`src/assert_macros.svh`:
```
// Assertion macros shared by the RTL files that carry checks.
`ifndef ASSERT_MACROS_SVH
`define ASSERT_MACROS_SVH

// Same-cycle implication, checked on every clock edge outside reset.
`define ASSERT_IMPL(lbl, ante, cons) \
  lbl: assert property (@(posedge clk_i) disable iff (!rst_ni) (ante) |-> (cons)) \
    else $error("assertion failed");

// Next-cycle implication, checked on every clock edge outside reset.
`define ASSERT_NEXT(lbl, ante, cons) \
  lbl: assert property (@(posedge clk_i) disable iff (!rst_ni) (ante) |=> (cons)) \
    else $error("assertion failed");

`endif

```
`src/ushc_pkg.sv`:
```
// Shared types, constants and helper functions of the script histogram classifier.
package ushc_pkg;

  // Counter and field widths
  localparam int COUNT_BITS   = 32;
  localparam int CNT_W        = COUNT_BITS;
  localparam int NUM_SCRIPTS  = 10;
  localparam int IDX_W        = 4;
  localparam int SUM_W        = CNT_W + $clog2(NUM_SCRIPTS);
  localparam int THR_W        = 7;
  localparam int THR_PER_REG  = 5;
  localparam int THR_REG_W    = THR_W * THR_PER_REG;
  localparam int CP_W         = 21;
  localparam int OUT_W        = 32;
  localparam int VERDICT_W    = 4;
  localparam int CFG_IDX_W    = 2;
  localparam int CFG_W        = THR_REG_W;
  localparam int PB_W         = CNT_W + THR_W;
  localparam int PS_W         = SUM_W + THR_W;

  // Verdict codes beyond the script indices
  localparam logic [VERDICT_W-1:0] VERDICT_UNKNOWN = 4'd10;
  localparam logic [VERDICT_W-1:0] VERDICT_NONE    = 4'd11;

  // Configuration register indices
  localparam logic [CFG_IDX_W-1:0] CFG_THR_FIRST = 2'd0;
  localparam logic [CFG_IDX_W-1:0] CFG_THR_LAST  = 2'd1;
  localparam logic [CFG_IDX_W-1:0] CFG_UNKNOWN   = 2'd2;

  // Percent scale for share comparisons
  localparam logic [THR_W-1:0] PERCENT_FULL = 7'd100;

  typedef logic [CNT_W-1:0] count_t;
  typedef logic [IDX_W-1:0] script_idx_t;

  // Script indices
  localparam script_idx_t SCR_JAPANESE   = 4'd0;
  localparam script_idx_t SCR_CHINESE    = 4'd1;
  localparam script_idx_t SCR_KOREAN     = 4'd2;
  localparam script_idx_t SCR_VIETNAMESE = 4'd3;
  localparam script_idx_t SCR_THAI       = 4'd4;
  localparam script_idx_t SCR_ARABIC     = 4'd5;
  localparam script_idx_t SCR_GREEK      = 4'd6;
  localparam script_idx_t SCR_HEBREW     = 4'd7;
  localparam script_idx_t SCR_ARMENIAN   = 4'd8;
  localparam script_idx_t SCR_CYRILLIC   = 4'd9;

  localparam count_t COUNT_MAX = '1;

  typedef struct packed {
    logic        hit;
    script_idx_t idx;
  } class_t;

  typedef struct packed {
    script_idx_t idx;
    count_t      cnt;
  } cand_t;

  function automatic logic in_rng(logic [CP_W-1:0] c, logic [CP_W-1:0] lo,
                                  logic [CP_W-1:0] hi);
    return (c >= lo) && (c <= hi);
  endfunction

  // Map a code point to its script; ranges are tested in priority order
  function automatic class_t classify(logic [CP_W-1:0] c);
    class_t r;
    r.hit = 1'b1;
    r.idx = SCR_JAPANESE;
    if (c <= 21'h002FF) begin
      r.hit = 1'b0;
    end else if (in_rng(c, 21'h03040, 21'h030FF) || in_rng(c, 21'h031F0, 21'h031FF)) begin
      r.idx = SCR_JAPANESE;
    end else if (in_rng(c, 21'h04E00, 21'h09FFF) || in_rng(c, 21'h03100, 21'h0312F) ||
                 in_rng(c, 21'h031A0, 21'h031BF) || in_rng(c, 21'h02F00, 21'h02FDF)) begin
      r.idx = SCR_CHINESE;
    end else if (in_rng(c, 21'h01100, 21'h011FF) || in_rng(c, 21'h03130, 21'h0318F) ||
                 in_rng(c, 21'h0A960, 21'h0A97F) || in_rng(c, 21'h0AC00, 21'h0D7FF)) begin
      r.idx = SCR_KOREAN;
    end else if (in_rng(c, 21'h01E00, 21'h01EFF)) begin
      r.idx = SCR_VIETNAMESE;
    end else if (in_rng(c, 21'h00E00, 21'h00E7F)) begin
      r.idx = SCR_THAI;
    end else if (in_rng(c, 21'h00600, 21'h006FF) || in_rng(c, 21'h0FB50, 21'h0FDFF) ||
                 in_rng(c, 21'h0FE70, 21'h0FEFF)) begin
      r.idx = SCR_ARABIC;
    end else if (in_rng(c, 21'h01F00, 21'h01FFF) || in_rng(c, 21'h00370, 21'h003FF)) begin
      r.idx = SCR_GREEK;
    end else if (in_rng(c, 21'h00590, 21'h005FF)) begin
      r.idx = SCR_HEBREW;
    end else if (in_rng(c, 21'h00530, 21'h0058F)) begin
      r.idx = SCR_ARMENIAN;
    end else if (in_rng(c, 21'h00400, 21'h0052F)) begin
      r.idx = SCR_CYRILLIC;
    end else begin
      r.hit = 1'b0;
    end
    return r;
  endfunction

  // Keep the lower-index candidate unless the other one is strictly larger
  function automatic cand_t pick_max(cand_t a, cand_t b);
    return (b.cnt > a.cnt) ? b : a;
  endfunction

endpackage

```
`src/ushc_argmax.sv`:
```
// Comparator tree that finds the leading script count, ties going to the lower index.
module ushc_argmax (
  input  ushc_pkg::count_t counts_i [ushc_pkg::NUM_SCRIPTS],
  output ushc_pkg::cand_t  best_o
);
  import ushc_pkg::*;

  cand_t leaf [NUM_SCRIPTS];
  cand_t lvl1 [NUM_SCRIPTS/2];
  cand_t lvl2_lo;
  cand_t lvl2_hi;
  cand_t lvl3;

  // Tag each count with its script index
  always_comb begin
    for (int i = 0; i < NUM_SCRIPTS; i++) begin
      leaf[i].idx = IDX_W'(i);
      leaf[i].cnt = counts_i[i];
    end
  end

  // Reduce neighbor pairs, keeping lower indices on the left
  always_comb begin
    for (int j = 0; j < NUM_SCRIPTS/2; j++) begin
      lvl1[j] = pick_max(leaf[2*j], leaf[2*j+1]);
    end
  end

  assign lvl2_lo = pick_max(lvl1[0], lvl1[1]);
  assign lvl2_hi = pick_max(lvl1[2], lvl1[3]);
  assign lvl3    = pick_max(lvl2_lo, lvl2_hi);
  assign best_o  = pick_max(lvl3, lvl1[4]);

endmodule

```
`src/unicode_script_histogram_classifier.sv`:
```
// Top level of the script histogram classifier: counters, share tests and handshakes.
// A result passes through the input, histogram, leader, product and result registers to the output.
// Throughput: one item per cycle unless out_stall_i holds the pipeline; the counters update as
// items move on, so each item sees the counts left by the item before it without waiting.
// Reset clears all counters, thresholds and pipeline valid flags at once.
`include "assert_macros.svh"

module unicode_script_histogram_classifier (
  input  logic                              clk_i,
  input  logic                              rst_ni,
  input  logic                              cfg_we_i,
  input  logic [ushc_pkg::CFG_IDX_W-1:0]    cfg_idx_i,
  input  logic [ushc_pkg::CFG_W-1:0]        cfg_wdata_i,
  input  logic                              in_valid_i,
  output logic                              in_stall_o,
  input  logic [ushc_pkg::CP_W-1:0]         code_point_i,
  input  logic                              start_new_i,
  output logic                              out_valid_o,
  input  logic                              out_stall_i,
  output logic [ushc_pkg::VERDICT_W-1:0]    verdict_o,
  output logic [ushc_pkg::OUT_W-1:0]        best_count_o,
  output logic [ushc_pkg::OUT_W-1:0]        seen_count_o
);
  import ushc_pkg::*;

  // Configuration registers
  logic [THR_REG_W-1:0] thr_first_q;
  logic [THR_REG_W-1:0] thr_last_q;
  logic [THR_W-1:0]     unk_thr_q;
  logic [THR_W-1:0]     thr_arr [NUM_SCRIPTS];

  // Stage enables and valid flags
  logic en0, en1, en2, en3, en4;
  logic v0_q, v1_q, v2_q, v3_q, v4_q;

  // Input stage
  class_t cls0_q;
  logic   start0_q;

  // Histogram state
  count_t           cnt_q [NUM_SCRIPTS];
  count_t           cnt_d [NUM_SCRIPTS];
  count_t           base_cnt [NUM_SCRIPTS];
  count_t           total_q, total_d, total_base;
  logic [SUM_W-1:0] sum_q, sum_d, sum_base;
  logic             sum_inc;
  logic             upd;

  // Leader stage
  cand_t            best;
  cand_t            best2_q;
  count_t           total2_q;
  logic [SUM_W-1:0] sum2_q;

  // Product stage
  logic [PB_W-1:0]  p_best3_q, p_thr3_q, p_unk3_q;
  logic [PS_W-1:0]  p_sum3_q;
  logic             has_best3_q;
  script_idx_t      idx3_q;
  logic [OUT_W-1:0] best3_q, total3_q;

  // Result stage
  logic [VERDICT_W-1:0] verdict_d, verdict_q;
  logic [OUT_W-1:0]     best_count_q, seen_count_q;

  // Advance a stage when it is empty or the stage after it advances
  assign en4 = !v4_q || !out_stall_i;
  assign en3 = !v3_q || en4;
  assign en2 = !v2_q || en3;
  assign en1 = !v1_q || en2;
  assign en0 = !v0_q || en1;
  assign in_stall_o = !en0;
  assign upd = v0_q && en1;

  // Write configuration registers
  always_ff @(posedge clk_i or negedge rst_ni) begin
    if (!rst_ni) begin
      thr_first_q <= '0;
      thr_last_q  <= '0;
      unk_thr_q   <= '0;
    end else if (cfg_we_i) begin
      case (cfg_idx_i)
        CFG_THR_FIRST: thr_first_q <= cfg_wdata_i[THR_REG_W-1:0];
        CFG_THR_LAST:  thr_last_q  <= cfg_wdata_i[THR_REG_W-1:0];
        CFG_UNKNOWN:   unk_thr_q   <= cfg_wdata_i[THR_W-1:0];
        default: ;
      endcase
    end
  end

  // Unpack per-script thresholds
  always_comb begin
    for (int i = 0; i < NUM_SCRIPTS; i++) begin
      if (i < THR_PER_REG) begin
        thr_arr[i] = thr_first_q[(i % THR_PER_REG)*THR_W +: THR_W];
      end else begin
        thr_arr[i] = thr_last_q[(i % THR_PER_REG)*THR_W +: THR_W];
      end
    end
  end

  // Advance valid flags
  always_ff @(posedge clk_i or negedge rst_ni) begin
    if (!rst_ni) begin
      v0_q <= 1'b0;
      v1_q <= 1'b0;
      v2_q <= 1'b0;
      v3_q <= 1'b0;
      v4_q <= 1'b0;
    end else begin
      if (en0) v0_q <= in_valid_i;
      if (en1) v1_q <= v0_q;
      if (en2) v2_q <= v1_q;
      if (en3) v3_q <= v2_q;
      if (en4) v4_q <= v3_q;
    end
  end

  // Classify the code point as it is captured
  always_ff @(posedge clk_i) begin
    if (en0 && in_valid_i) begin
      cls0_q   <= classify(code_point_i);
      start0_q <= start_new_i;
    end
  end

  // Clear on start, then bump the total and the hit script, saturating
  always_comb begin
    sum_inc    = 1'b0;
    total_base = start0_q ? '0 : total_q;
    sum_base   = start0_q ? '0 : sum_q;
    total_d    = (total_base != COUNT_MAX) ? total_base + count_t'(1) : total_base;
    for (int i = 0; i < NUM_SCRIPTS; i++) begin
      base_cnt[i] = start0_q ? '0 : cnt_q[i];
      cnt_d[i]    = base_cnt[i];
      if (cls0_q.hit && (cls0_q.idx == IDX_W'(i)) && (base_cnt[i] != COUNT_MAX)) begin
        cnt_d[i] = base_cnt[i] + count_t'(1);
        sum_inc  = 1'b1;
      end
    end
    sum_d = sum_inc ? sum_base + SUM_W'(1) : sum_base;
  end

  // Hold the histogram between items
  always_ff @(posedge clk_i or negedge rst_ni) begin
    if (!rst_ni) begin
      for (int i = 0; i < NUM_SCRIPTS; i++) cnt_q[i] <= '0;
      total_q <= '0;
      sum_q   <= '0;
    end else if (upd) begin
      for (int i = 0; i < NUM_SCRIPTS; i++) cnt_q[i] <= cnt_d[i];
      total_q <= total_d;
      sum_q   <= sum_d;
    end
  end

  ushc_argmax u_argmax (
    .counts_i (cnt_q),
    .best_o   (best)
  );

  // Capture the leader and a snapshot of the totals
  always_ff @(posedge clk_i) begin
    if (en2 && v1_q) begin
      best2_q  <= best;
      total2_q <= total_q;
      sum2_q   <= sum_q;
    end
  end

  // Form the cross products of the share tests
  always_ff @(posedge clk_i) begin
    if (en3 && v2_q) begin
      p_best3_q   <= PB_W'(best2_q.cnt) * PB_W'(PERCENT_FULL);
      p_thr3_q    <= PB_W'(thr_arr[best2_q.idx]) * PB_W'(total2_q);
      p_sum3_q    <= PS_W'(sum2_q) * PS_W'(PERCENT_FULL);
      p_unk3_q    <= PB_W'(unk_thr_q) * PB_W'(total2_q);
      has_best3_q <= (best2_q.cnt != '0);
      idx3_q      <= best2_q.idx;
      best3_q     <= OUT_W'(best2_q.cnt);
      total3_q    <= OUT_W'(total2_q);
    end
  end

  // Decide the verdict
  always_comb begin
    if (has_best3_q && (p_best3_q > p_thr3_q)) begin
      verdict_d = VERDICT_W'(idx3_q);
    end else if (p_sum3_q > PS_W'(p_unk3_q)) begin
      verdict_d = VERDICT_UNKNOWN;
    end else begin
      verdict_d = VERDICT_NONE;
    end
  end

  // Hold the result until it is taken
  always_ff @(posedge clk_i) begin
    if (en4 && v3_q) begin
      verdict_q    <= verdict_d;
      best_count_q <= best3_q;
      seen_count_q <= total3_q;
    end
  end

  assign out_valid_o  = v4_q;
  assign verdict_o    = verdict_q;
  assign best_count_o = best_count_q;
  assign seen_count_o = seen_count_q;

  // Script hits never outrun the item count until the total saturates
  `ASSERT_IMPL(a_sum_le_total, total_q != COUNT_MAX, sum_q <= SUM_W'(total_q))
  // A start item leaves exactly one item counted
  `ASSERT_NEXT(a_start_restarts, upd && start0_q, total_q == count_t'(1))

endmodule
```
`config.mk`:
```
export PLATFORM = sky130hd
export DESIGN_NAME = unicode_script_histogram_classifier
export DESIGN_NICKNAME = d
export VERILOG_FILES = /design/src/ushc_pkg.sv /design/src/ushc_argmax.sv /design/src/unicode_script_histogram_classifier.sv
export VERILOG_INCLUDE_DIRS = /design/src /design/src/src
export SDC_FILE = /design/constraint.sdc
export NUM_CORES = 2
export LEC_CHECK = 0
export BUFFER_PORTS_ARGS = -buffer_cell sky130_fd_sc_hd__buf_4
export CAP_MARGIN = 20
export CORE_MARGIN = 4
export CORE_UTILIZATION = 25
export CTS_CLUSTER_DIAMETER = 80
export DETAILED_ROUTE_END_ITERATION = 6
export PLACE_DENSITY = 0.37
export SKIP_CTS_REPAIR_TIMING = 1
export SLEW_MARGIN = 5
export SYNTH_ARGS = -nofsm -noshare
export SYNTH_HDL_FRONTEND = slang
export SYNTH_SLANG_ARGS = --single-unit
export TNS_END_PERCENT = 5
```
`constraint.sdc`:
```
create_clock -name clk_i -period 13.3 [get_ports clk_i]
set_input_delay 1.33 -clock clk_i [delete_from_list [all_inputs] [get_ports clk_i]]
set_output_delay 1.33 -clock clk_i [all_outputs]
set_load 0.02 [all_outputs]
```
==> results.md <==
- Status: finished clean
- Post-Synth Adder-Cell Area: approximately a quarter
- Vias in the first global route: ~53k
- Vias per inst: 4.70
- Most frequent cells in the layout: 948 x nand2_1, 916 x inv_1, 716 x ha_1
- Hold endpoint: seen_count_o[29]
- Slew margin rel.: 22.8%
- TritonRoute pass-1 iters: 7
- Max Cap Viol: 0
- Net count, final: 8396
- Synthesized instance count: 7124
- Clk_lat worst skew: roughly 0.76 ns
- Hold WC Path Type: reg -> reg
- Pwr dens: 265 nW/µm²
- Post-route minimum period: 12.37 ns
- # port buffers: 133
- Area Growth Syn to Fin: 13.8%
- Starting DRT DRC Count: 2718
- Wire per inst: 20.3 µm
- Total grt overflow: 0
- Mapped cell area: between 60000 and 70000 µm²
- Ratio of cells with drive above 1 in the final layout: approximately 8.5%
- CP max stage delay: 0.63 ns
- Detail Placement HPWL: approximately 170000 µm
- Crit Reg-Reg Endpoint: best2_q[15]
- Leading cell type in the layout, fill and taps excluded: nand2_1
- Fin crit share: 93.0%
- Clock buffer depth: 3
- Seq/Total Area, Yosys: approximately a third
- Avg Inst Size Synth: a little under 10 µm²
- Leakage: 0.0350 µW
- CTS sink count: 870
- Synth area leader: edfxtp_1
- Crit path max fanout: 22
- Primary FF master, synth: dfrtp_1
- Total CTS buffers: about 120
- Htree depth: 3
- Yosys warnings: 0
- Setup crit start kind: flop
- Clock skew: 0.0308 ns
- Endpoints failing setup: 0
- Hold path startpoint: total3_q[29]
- Fmax: 80.8 MHz
- Core Area: between 200000 and 300000 µm²
- Max-slew violations: 0
- Antenna Nets Post-Route: 0
- Largest family of logic cells by synthesized area: adder cells
- Fraction of synthesized cell area in xor and xnor cells: 4.76%
- Worst VDD drop: 232 µV
- Full die area: ~280000 µm²
- Fin. Hold Viols: 0
- Area contributors post-synth: edfxtp_1 17%, dfrtp_1 17%, ha_1 13%
- Compound-cell area share of the yosys netlist: between 10% and 20%
- Row Count: ~190
- Slowest cell on the critical path: a22oi_2
- Die Y: approximately 530 µm
- Pin count of the biggest net entering global routing: 175
- DR vias: between 50k and 60k
- First-pass GRT wire length: 342000 µm
- Synth cell types: 91
- Required time of the critical path: 13.81 ns
- Worst-Margin Slew: approximately 1.1 ns
- WHS Path Cells: 0
- RD Place Congestion: 0.824
- Reg2Reg Depth: 43
- Initial antenna violation count: 4
- Power consumption: 20700 µW
- # IOs: 134
- Mapped Nets: 8260
- WHS: 0.415 ns
- RSZ-0062 raised after global routing: no
- WP data arrival: 12.88 ns
- Post-synth top area share: between 15 and 20%
- CTS tree: done
- Worst Setup End Kind: flop
- CTS clk-pin slew, worst paths: 0.06 ns
- FF+latch count, synth: 870
- R2R Path Start: cnt_q[219]
- Initial cell density of the core: between 20% and 30%
- Fin Setup TNS: 0 ns
- Clk root buf: clkbuf_16
- CP Class: reg -> reg
- Final wirelength: 223000 µm
- All-layer global routing usage: between 10% and 20%
- Die Wd: 533 µm
- Number of flops mapped to enable cells by yosys: 400
- Post-synthesis simple-gate area fraction: about 16%
- Post-synthesis async set-or-reset flop share: 54.0%
- Reg-to-reg slack, setup: 0.93 ns
- # DRC: 0
- Mux cell area share after synthesis: 4.90%
[flip-flops by register name, summed over array words and instances, names as in the netlist, 5 cells and up]
| name | flops |
|---|---|
| best2_q | 36 |
| best3_q | 32 |
| best_count_o | 32 |
| cls0_q | 5 |
| cnt_q | 320 |
| p_best3_q | 34 |
| p_sum3_q | 41 |
| p_thr3_q | 39 |
| p_unk3_q | 39 |
| seen_count_o | 32 |
| sum2_q | 36 |
| sum_q | 36 |
| thr_first_q | 35 |
| thr_last_q | 35 |
| total2_q | 32 |
| total3_q | 32 |
| total_q | 32 |
| unk_thr_q | 7 |
[worst max-delay path by stage]
| stage | start | to | slack, ns |
|---|---|---|---|
| 6_report | cnt_q[219] | best2_q[15] | 0.93 |
| 5_1_grt | cnt_q[219] | best2_q[16] | 0.15 |
| 4_1_cts | cnt_q[193] | best2_q[16] | 0.94 |
| 3_5_place_dp | cnt_q[193] | best2_q[19] | 1.04 |
| 3_3_place_gp | cnt_q[206] | best2_q[30] | 0.53 |
| 2_1_floorplan | cnt_q[193] | best2_q[26] | 3.20 |
[logic make-up after synthesis]
kind of cell	count (synthesis)
XOR/XNOR	374
adder cells (fa/ha/maj)	1072
AND/OR/NAND/NOR	2252
AO/OA/AOI/OAI	1115
buffers and inverters	1137
multiplexers	304
flip-flops	870
[metrics by stage]
step / setup slack, ns / std cells / area [µm²] / utilization [%]
3_5_place_dp: 1.04 / 10700 / 74400 / 27.2
3_3_place_gp: 0.534 / 10700 / 74400 / 27.2
4_1_cts: 0.938 / 10900 / 78300 / 28.6
2_1_floorplan: 3.20 / 7124 / 68800 / -
5_1_grt: 0.145 / 11000 / 78300 / 28.6
6_report: 0.927 / 11000 / 78300 / 28.6
[Yosys cell counts, drive strengths merged (77+ instances only)]
library cell,count
nand2,951
xnor2,177
nand2b,77
nor3,98
a21oi,309
mux2,123
inv,917
o21ai,311
a21o,128
ha,716
xor2,197
mux2i,167
clkbuf,182
fa,356
edfxtp,400
and2,149
nand4,145
nand3,207
nor2,294
dfrtp,470
[metal layers]
layer  track usage [%]  up-vias  wire length, µm
li1                  -    24700                -
met1              21.2    25700           104000
met2              26.5      769           107000
met3              1.50      223             6460
met4              3.55        0             5070
met5                 0        -                0
[worst max-delay path: cells and delay by family (launching register included)]
| family | cells | cell delay [ns] |
|---|---|---|
| multiplexers | 3 | 1.20 |
| adder cells (fa/ha/maj) | 4 | 1.30 |
| AND/OR/NAND/NOR | 15 | 4.33 |
| AO/OA/AOI/OAI | 13 | 3.05 |
| flip-flops | 1 | 0.45 |
| buffers and inverters | 8 | 1.73 |
[report_power, final]
| group | internal (µW) | switching, µW |
|---|---|---|
| logic | 5280 | 7790 |
| clock network | 1870 | 1320 |
| registers | 4020 | 429 |
[layout make-up]
type,instances,area [µm²]
multi-input combinational,5117,40800
inverter,917,3440
clock inverter,60,601
clock buffer,158,3240
tap,3589,4490
antenna,3,7.51
timing repair buffer,238,1900
sequential,870,23800
fill,28800,196000
Power figures use the tool's default switching activity.
